===== config.mk =====
export PLATFORM = sky130hd
export DESIGN_NAME = compacting_list_table
export DESIGN_NICKNAME = d
export VERILOG_FILES = /design/src/rtl/core/clt_pkg.sv /design/src/rtl/core/clt_cell.sv /design/src/rtl/core/clt_collect.sv /design/src/rtl/core/compacting_list_table.sv
export SDC_FILE = /design/constraint.sdc
export NUM_CORES = 2
export LEC_CHECK = 0
export BUFFER_PORTS_ARGS = -buffer_cell sky130_fd_sc_hd__buf_2
export CAP_MARGIN = 25
export CORE_MARGIN = 8
export CORE_UTILIZATION = 65
export DETAILED_ROUTE_END_ITERATION = 7
export GPL_TIMING_DRIVEN = 1
export PLACE_DENSITY = 0.9
export SKIP_LAST_GASP = 1
export SYNTH_ARGS = -nofsm -noshare
export SYNTH_HDL_FRONTEND = slang
export SYNTH_SLANG_ARGS = --single-unit

===== constraint.sdc =====
create_clock -name clk -period 55 [get_ports clk]
set_input_delay 2.75 -clock clk [delete_from_list [all_inputs] [get_ports clk]]
set_output_delay 2.75 -clock clk [all_outputs]
set_load 0.01 [all_outputs]

===== src/rtl/core/clt_pkg.sv =====
package clt_pkg;

    // Default sizing of the table
    localparam int DEPTH_DEF       = 16;
    localparam int ENTRY_WIDTH_DEF = 32;

    // Fixed field widths of the request and result ports
    localparam int CMD_W  = 2;
    localparam int IDX_W  = 4;
    localparam int VAL_W  = 32;
    localparam int STAT_W = 2;
    localparam int ENT_W  = 32;
    localparam int CNT_W  = 5;

    // Widest entry the design supports; used for explicit extend/truncate
    localparam int WIDE_W = 64;

    typedef enum logic [CMD_W-1:0] {
        CMD_APPEND   = 2'd0,
        CMD_READ     = 2'd1,
        CMD_REMOVE   = 2'd2,
        CMD_CONTAINS = 2'd3
    } cmd_t;

    typedef enum logic [STAT_W-1:0] {
        STAT_OK    = 2'd0,
        STAT_FULL  = 2'd1,
        STAT_RANGE = 2'd2
    } stat_t;

    typedef enum logic [1:0] {
        S_IDLE,
        S_EXEC,
        S_RESOLVE
    } state_t;

    // Broadcast control from the sequencer to every cell
    typedef struct packed {
        logic exec;    // capture pick/hit results this cycle
        logic write;   // append: cell at position count takes the word
        logic shift;   // remove: cells at or past index take the neighbor's word
        logic probe;   // read/remove: cell at index presents its word
        logic search;  // contains: live cells compare against the word
    } clt_ctrl_t;

endpackage


===== src/rtl/core/clt_cell.sv =====
module clt_cell
    import clt_pkg::*;
#(
    parameter int EW  = ENTRY_WIDTH_DEF,
    parameter int PW  = IDX_W,
    parameter int POS = 0
)
(
    input  logic          clk,
    input  clt_ctrl_t     ctrl,
    input  logic [PW-1:0] idx,
    input  logic [PW-1:0] cnt,
    input  logic [EW-1:0] word,
    input  logic [EW-1:0] up_data,
    output logic [EW-1:0] data,
    output logic [EW-1:0] pick,
    output logic          hit
);

    localparam logic [PW-1:0] POS_P = PW'(POS);

    logic [EW-1:0] data_reg;
    logic [EW-1:0] data_next;
    logic [EW-1:0] pick_reg;
    logic [EW-1:0] pick_next;
    logic          hit_reg;
    logic          hit_next;

    // Entry update: append write or shift-down from the upper neighbor
    always_comb
    begin
        data_next = data_reg;
        if (ctrl.write && (POS_P == cnt))
        begin
            data_next = word;
        end
        else if (ctrl.shift && (POS_P >= idx))
        begin
            data_next = up_data;
        end
    end

    // Local read select and local match, taken from the pre-update entry
    always_comb
    begin
        pick_next = '0;
        if (ctrl.probe && (POS_P == idx))
        begin
            pick_next = data_reg;
        end
        hit_next = ctrl.search && (POS_P < cnt) && (data_reg == word);
    end

    always_ff @(posedge clk)
    begin
        data_reg <= data_next;
        if (ctrl.exec)
        begin
            pick_reg <= pick_next;
            hit_reg  <= hit_next;
        end
    end

    assign data = data_reg;
    assign pick = pick_reg;
    assign hit  = hit_reg;

endmodule


===== src/rtl/core/clt_collect.sv =====
module clt_collect
    import clt_pkg::*;
#(
    parameter int DEPTH = DEPTH_DEF,
    parameter int EW    = ENTRY_WIDTH_DEF
)
(
    input  logic [DEPTH-1:0][EW-1:0] pick,
    input  logic [DEPTH-1:0]         hit,
    output logic [EW-1:0]            word_or,
    output logic                     any_hit
);

    // At most one cell presents a nonzero word, so an OR per bit column
    // merges the row into the selected entry.
    for (genvar b = 0; b < EW; b++)
    begin : g_col
        logic [DEPTH-1:0] col;
        for (genvar i = 0; i < DEPTH; i++)
        begin : g_row
            assign col[i] = pick[i][b];
        end
        assign word_or[b] = |col;
    end

    assign any_hit = |hit;

endmodule


===== src/rtl/core/compacting_list_table.sv =====
// compacting_list_table: ordered list of entries kept in a row of register
// cells, always packed toward position zero.
// Request channel: in_valid/in_stall with command, index and value.
//   Commands: append value at the end, read at index, remove at index (later
//   entries move down one place), contains value.
// Result channel: out_valid/out_stall with status, entry, found and count.
//   Exactly one result per request; count is the live count after it.
// Steps: the request is captured when taken; in the exec step every cell
//   compares, selects and shifts in parallel and captures its result; the
//   resolve step merges the cell row into the result register once free.
// A new request is taken in the same edge its predecessor's result is
// registered, so the result register lets the next request proceed while
// the current result waits.
// When the receiver stalls, the result holds in the output register and the
// block stops taking requests once the following result is ready.
// Reset clears the live count, the sequencer and the result valid; entry
// contents are not cleared and only live positions are ever returned.
module compacting_list_table
    import clt_pkg::*;
#(
    parameter int DEPTH       = DEPTH_DEF,
    parameter int ENTRY_WIDTH = ENTRY_WIDTH_DEF
)
(
    input  logic              clk,
    input  logic              rst_n,
    input  logic              in_valid,
    output logic              in_stall,
    input  logic [CMD_W-1:0]  command,
    input  logic [IDX_W-1:0]  index,
    input  logic [VAL_W-1:0]  value,
    output logic              out_valid,
    input  logic              out_stall,
    output logic [STAT_W-1:0] status,
    output logic [ENT_W-1:0]  entry,
    output logic              found,
    output logic [CNT_W-1:0]  count
);

    localparam int CW = $clog2(DEPTH + 1);
    localparam int PW = (CW > IDX_W) ? CW : IDX_W;
    localparam int EW = ENTRY_WIDTH;

    // Sequencer
    state_t state_reg;
    state_t state_next;
    logic   accept;
    logic   exec_en;
    logic   ld_out;
    logic   out_free;

    // Captured request
    cmd_t             cmd_reg;
    logic [IDX_W-1:0] idx_reg;
    logic [EW-1:0]    val_reg;
    logic [WIDE_W-1:0] val_wide;

    // Table state and per-request status
    logic [CW-1:0] live_count_reg;
    logic [CW-1:0] live_count_next;
    stat_t         stat_reg;
    stat_t         stat_next;

    logic [PW-1:0] idx_p;
    logic [PW-1:0] cnt_p;
    logic          full;
    logic          idx_ok;
    clt_ctrl_t     ctrl;

    // Cell row
    logic [DEPTH-1:0][EW-1:0] cell_data;
    logic [DEPTH-1:0][EW-1:0] cell_pick;
    logic [DEPTH-1:0]         cell_hit;
    logic [EW-1:0]            word_or;
    logic                     any_hit;
    logic [WIDE_W-1:0]        ent_wide;
    logic [15:0]              cnt_wide;

    // Result register
    logic              out_valid_reg;
    stat_t             out_stat_reg;
    logic [ENT_W-1:0]  out_entry_reg;
    logic              out_found_reg;
    logic [CNT_W-1:0]  out_count_reg;

    assign out_free = !out_valid_reg || !out_stall;
    assign accept   = in_valid && !in_stall;

    // Next state
    always_comb
    begin
        state_next = state_reg;
        case (state_reg)
            S_IDLE:
            begin
                if (in_valid)
                begin
                    state_next = S_EXEC;
                end
            end
            S_EXEC:
            begin
                state_next = S_RESOLVE;
            end
            S_RESOLVE:
            begin
                if (out_free)
                begin
                    state_next = in_valid ? S_EXEC : S_IDLE;
                end
            end
            default:
            begin
                state_next = S_IDLE;
            end
        endcase
    end

    // Sequencer outputs
    always_comb
    begin
        in_stall = 1'b1;
        exec_en  = 1'b0;
        ld_out   = 1'b0;
        case (state_reg)
            S_IDLE:
            begin
                in_stall = 1'b0;
            end
            S_EXEC:
            begin
                exec_en = 1'b1;
            end
            S_RESOLVE:
            begin
                in_stall = !out_free;
                ld_out   = out_free;
            end
            default:
            begin
                in_stall = 1'b1;
            end
        endcase
    end

    always_ff @(posedge clk or negedge rst_n)
    begin
        if (!rst_n)
        begin
            state_reg <= S_IDLE;
        end
        else
        begin
            state_reg <= state_next;
        end
    end

    // Request capture
    assign val_wide = WIDE_W'(value);

    always_ff @(posedge clk)
    begin
        if (accept)
        begin
            cmd_reg <= cmd_t'(command);
            idx_reg <= index;
            val_reg <= val_wide[EW-1:0];
        end
    end

    // Request checks against the live count
    assign idx_p  = PW'(idx_reg);
    assign cnt_p  = PW'(live_count_reg);
    assign full   = (live_count_reg == CW'(DEPTH));
    assign idx_ok = (idx_p < cnt_p);

    // Cell control, count update and status
    always_comb
    begin
        ctrl            = '0;
        ctrl.exec       = exec_en;
        live_count_next = live_count_reg;
        stat_next       = STAT_OK;
        case (cmd_reg)
            CMD_APPEND:
            begin
                if (full)
                begin
                    stat_next = STAT_FULL;
                end
                else
                begin
                    ctrl.write      = exec_en;
                    live_count_next = live_count_reg + 1'b1;
                end
            end
            CMD_READ:
            begin
                if (idx_ok)
                begin
                    ctrl.probe = exec_en;
                end
                else
                begin
                    stat_next = STAT_RANGE;
                end
            end
            CMD_REMOVE:
            begin
                if (idx_ok)
                begin
                    ctrl.probe      = exec_en;
                    ctrl.shift      = exec_en;
                    live_count_next = live_count_reg - 1'b1;
                end
                else
                begin
                    stat_next = STAT_RANGE;
                end
            end
            CMD_CONTAINS:
            begin
                ctrl.search = exec_en;
            end
            default:
            begin
                stat_next = STAT_OK;
            end
        endcase
    end

    always_ff @(posedge clk or negedge rst_n)
    begin
        if (!rst_n)
        begin
            live_count_reg <= '0;
        end
        else if (exec_en)
        begin
            live_count_reg <= live_count_next;
        end
    end

    always_ff @(posedge clk)
    begin
        if (exec_en)
        begin
            stat_reg <= stat_next;
        end
    end

    // Row of cells; a remove shifts cells at or past the index down by one
    for (genvar i = 0; i < DEPTH; i++)
    begin : g_cell
        logic [EW-1:0] up_data;
        if (i == DEPTH - 1)
        begin : g_top
            assign up_data = cell_data[i];
        end
        else
        begin : g_mid
            assign up_data = cell_data[i+1];
        end

        clt_cell #(
            .EW  (EW),
            .PW  (PW),
            .POS (i)
        ) u_cell (
            .clk     (clk),
            .ctrl    (ctrl),
            .idx     (idx_p),
            .cnt     (cnt_p),
            .word    (val_reg),
            .up_data (up_data),
            .data    (cell_data[i]),
            .pick    (cell_pick[i]),
            .hit     (cell_hit[i])
        );
    end

    clt_collect #(
        .DEPTH (DEPTH),
        .EW    (EW)
    ) u_collect (
        .pick    (cell_pick),
        .hit     (cell_hit),
        .word_or (word_or),
        .any_hit (any_hit)
    );

    assign ent_wide = WIDE_W'(word_or);
    assign cnt_wide = 16'(live_count_reg);

    // Result register
    always_ff @(posedge clk or negedge rst_n)
    begin
        if (!rst_n)
        begin
            out_valid_reg <= 1'b0;
        end
        else if (ld_out)
        begin
            out_valid_reg <= 1'b1;
        end
        else if (!out_stall)
        begin
            out_valid_reg <= 1'b0;
        end
    end

    always_ff @(posedge clk)
    begin
        if (ld_out)
        begin
            out_stat_reg  <= stat_reg;
            out_entry_reg <= ent_wide[ENT_W-1:0];
            out_found_reg <= any_hit;
            out_count_reg <= cnt_wide[CNT_W-1:0];
        end
    end

    assign out_valid = out_valid_reg;
    assign status    = out_stat_reg;
    assign entry     = out_entry_reg;
    assign found     = out_found_reg;
    assign count     = out_count_reg;

    // Live count never passes the table depth
    a_count_bound: assert property (@(posedge clk) disable iff (!rst_n)
        live_count_reg <= CW'(DEPTH))
        else $error("live count exceeds depth");

    // A successful append grows the list by exactly one
    a_append_grows: assert property (@(posedge clk) disable iff (!rst_n)
        (state_reg == S_EXEC && cmd_reg == CMD_APPEND && !full)
        |=> live_count_reg == CW'($past(live_count_reg) + 1'b1))
        else $error("append did not grow the list");

    // A result only appears out of the resolve step
    a_result_source: assert property (@(posedge clk) disable iff (!rst_n)
        $rose(out_valid_reg) |-> $past(state_reg) == S_RESOLVE)
        else $error("result raised outside resolve");

    // A match is only ever reported with an ok status
    a_found_ok: assert property (@(posedge clk) disable iff (!rst_n)
        (out_valid_reg && out_found_reg) |-> out_stat_reg == STAT_OK)
        else $error("found set with error status");

endmodule


==> impl_metrics.py <==
metrics = {
    "setup_path": {
        "r2r_start": "state_reg[1]",
        "worst-path-max-fanout": 3,
        "critical_path_class": "input pin to output port",
        "required_ns": 52.25,
        "reg2reg_to": "g_cell[5].u_cell.data[12]",
        "crit_path_end": "in_stall",
        "rr_worst_depth": 8,
        "startpoint": "out_stall",
        "crit_arrival_ns": 3.30,
        "rrSetupSlack_ns": 50.20,
        "cp-end-kind": "output port",
        "crit_path_start_kind": "input pin",
    },
    "timing": {
        "finalCritPeriodShare_pct": 11.0,
        "fin_worst_skew_ns": 0.0205,
        "max_slew_margin_pct": 17.4,
        "slew_violations": 0,
        "period_minus_slack_ns": 6.05,
        "tightest_slew_ns": 1.23,
        "max_freq_ghz": 0.165,
        "grt_setup_unrepaired": "no",
        "setup_tns_ns": 0,
        "setup_violations": 0,
        "hold_violations": 0,
    },
    "clock_tree": {
        "worstSkewPairLatency_ns": 0.68,
        "htree_levels": 3,
        "cts_tree": "done",
        "cts_buffer_depth": 3,
        "clkSinkCount": 1128,
        "cts_root_buf": "clkbuf_16",
        "clk_pin_slew_ns": 0.06,
        "post_cts_buffers": 0,
        "numCtsBuffers": 112,
        "ctsResizeCount": 0,
        "cts_hold_buf": 0,
    },
    "drt": {
        "vias_per_cell": 6.90,
        "drt_iter0_markers": 4983,
        "vias": 32787,
        "wl_per_cell_um": 33.2,
        "drc_errors": 0,
        "first_pass_iters": 5,
        "routed_wl_um": 158000,
        "antenna_left": 0,
    },
    "finish": {
        "syn2layout_area_growth_pct": 10.3,
        "nets": 3656,
        "drive_gt1_share_pct": 24.0,
    },
    "power_and_ir_drop": {
        "p_total_w": 0.00204,
        "p_leak_nw": 19.7,
        "power_density_nw_per_um2": 35.6,
        "peakVddDrop_v": 0.0000287,
    },
    "floorplan": {
        "die_x_um": 299,
        "dieArea_um2": 89300,
        "start_util_pct": 65.7,
        "core_area_um2": 79100,
        "io_pins": 84,
        "num_rows": 103,
        "die_h_um": 299,
    },
    "synth": {
        "yosysSeqAreaShare_pct": 65.1,
        "syn_nets": 3657,
        "synth.distinct_cells": 54,
        "synth-edff-count": 1120,
        "synth-seq-cells": 1128,
        "synth_flop_cell": "edfxtp_1",
        "syn-instance-count": 3603,
        "synthesis.area_um2": 52000,
        "syn_area_per_cell_um2": 14.4,
        "ys_warn_count": 0,
        "synthArstFlopShare_pct": 0.709,
    },
    "placed_design": {
        "port_buffers": 83,
        "hpwl_um": 109000,
        "gp_congestion": 1.02,
    },
    "min_path": {
        "hold_path_class": "flop to flop",
    },
    "status": {
        "status": "complete, no violations",
    },
    "grt": {
        "grt_max_degree": 178,
        "grt_pass1_vias": 31746,
        "grt_first_pass_wirelength_um": 224000,
        "grt_overflow": 0,
        "antenna_found_initial": 2,
        "use_met1_pct": 44.7,
        "use_met3_pct": 8.18,
        "grt_use_total_pct": 34.5,
        "gr-max-usage-layer": "met2",
        "grt.met2_usage_pct": 51.5,
    },
    "flow_run": {
        "drv_cap": 0,
    },
}
-- where the power goes --
| group | leakage (nW) | switching, W | internal, W | total, W |
|---|---|---|---|---|
| logic | 7.44 | 0.000177 | 0.0000531 | 0.000230 |
| clock network | 1.82 | 0.000328 | 0.000450 | 0.000778 |
| registers | 10.5 | 0.0000330 | 0.000996 | 0.00103 |
-- cell usage after synthesis, drive strengths merged, types with 2 or more instances --
| library cell | count | area (µm²) |
|---|---|---|
| a2111oi | 6 | 109 |
| a21o | 4 | 37.5 |
| a21oi | 7 | 38.8 |
| a311oi | 2 | 17.5 |
| a31oi | 4 | 25.0 |
| a41o | 2 | 20.0 |
| and2 | 60 | 375 |
| and3 | 323 | 2020 |
| buf | 94 | 453 |
| clkbuf | 217 | 853 |
| dfrtp | 8 | 200 |
| edfxtp | 1120 | 33600 |
| ha | 12 | 150 |
| inv | 10 | 37.5 |
| mux2 | 480 | 5410 |
| mux2i | 2 | 20.0 |
| nand2 | 32 | 120 |
| nand2b | 9 | 63.8 |
| nand3 | 153 | 766 |
| nand3b | 2 | 15.0 |
| nand4 | 111 | 694 |
| nor2 | 85 | 319 |
| nor2b | 2 | 12.5 |
| nor3 | 93 | 470 |
| nor3b | 2 | 15.0 |
| nor4 | 217 | 1380 |
| o2111ai | 2 | 17.5 |
| o21ai | 11 | 58.8 |
| o31ai | 7 | 52.6 |
| or2 | 3 | 18.8 |
| xnor2 | 231 | 2020 |
| xor2 | 285 | 2500 |
-- critical path: stages --
cell and delay, ns:
buf_2 0.13, a31o_2 0.28, buf_2 0.14
-- stage by stage --
step                instance area, µm²  hold slack, ns  worst slack, ns  std cells  utilization [%]
detailed placement               53500           0.408            48.95       4519             67.6
floorplan                        52000           0.400            34.46       3603                -
finish                           57300           0.420            48.95       4752             72.4
global placement                 53400           0.402            48.94       4515             67.5
global route                     57300           0.426            48.94       4749             72.4
CTS                              57200           0.422            48.95       4730             72.2
-- worst min path at each step --
stage           startpoint         to  slack [ns]  cells past startpoint
4_1_cts        stat_reg[0]  status[0]        0.42                      0
3_3_place_gp   stat_reg[1]  status[1]        0.40                      0
3_5_place_dp   stat_reg[0]  status[0]        0.41                      0
2_1_floorplan  stat_reg[0]  status[0]        0.40                      0
5_1_grt        stat_reg[1]  status[1]        0.43                      0
6_report       stat_reg[0]  status[0]        0.42                      0
-- final cells by class --
cell class                 count  area, µm²
antenna                        3       7.51
clock buffer                 138       2990
clock inverter                73        716
fill                        4899      21800
inverter                      10       45.0
multi-input combinational   2154      17100
sequential                  1128      33800
tap                         1050       1310
timing repair buffer         196       1330
-- metal layers --
metal / up-vias / wire [µm]
li1: 13664 / -
met1: 16202 / 54900
met2: 2475 / 70400
met3: 446 / 19500
met4: 0 / 13100
met5: - / 0
-- kinds of logic (layout without fill, tap and decap cells) --
family / Yosys count / in the layout / share of synthesized area, %
flip-flops: 1128 / 1128 / 65.1
other: 0 / 3 / 0
AND/OR/NAND/NOR: 1095 / 1095 / 12.1
buffers and inverters: 321 / 417 / 2.59
adder cells (fa/ha/maj): 12 / 12 / 0.289
XOR/XNOR: 516 / 516 / 8.70
multiplexers: 482 / 482 / 10.4
AO/OA/AOI/OAI: 49 / 49 / 0.785
-- layout by cell type (no fill, tap or decap), types with 9 or more instances in the layout --
master     instances
edfxtp_1        1120
mux2_2           479
and3_1           323
xor2_1           285
xnor2_1          231
nor4_1           215
nand3_1          153
clkbuf_16        116
nand4_1          111
buf_2            101
nor3_1            89
buf_4             88
nor2_1            73
and2_1            60
nand2_1           30
clkinv_2          29
clkinv_1          23
clkbuf_1          22
bufinv_16         14
ha_1              11
inv_1              9
No activity file was read; power rests on OpenSTA's default activity.
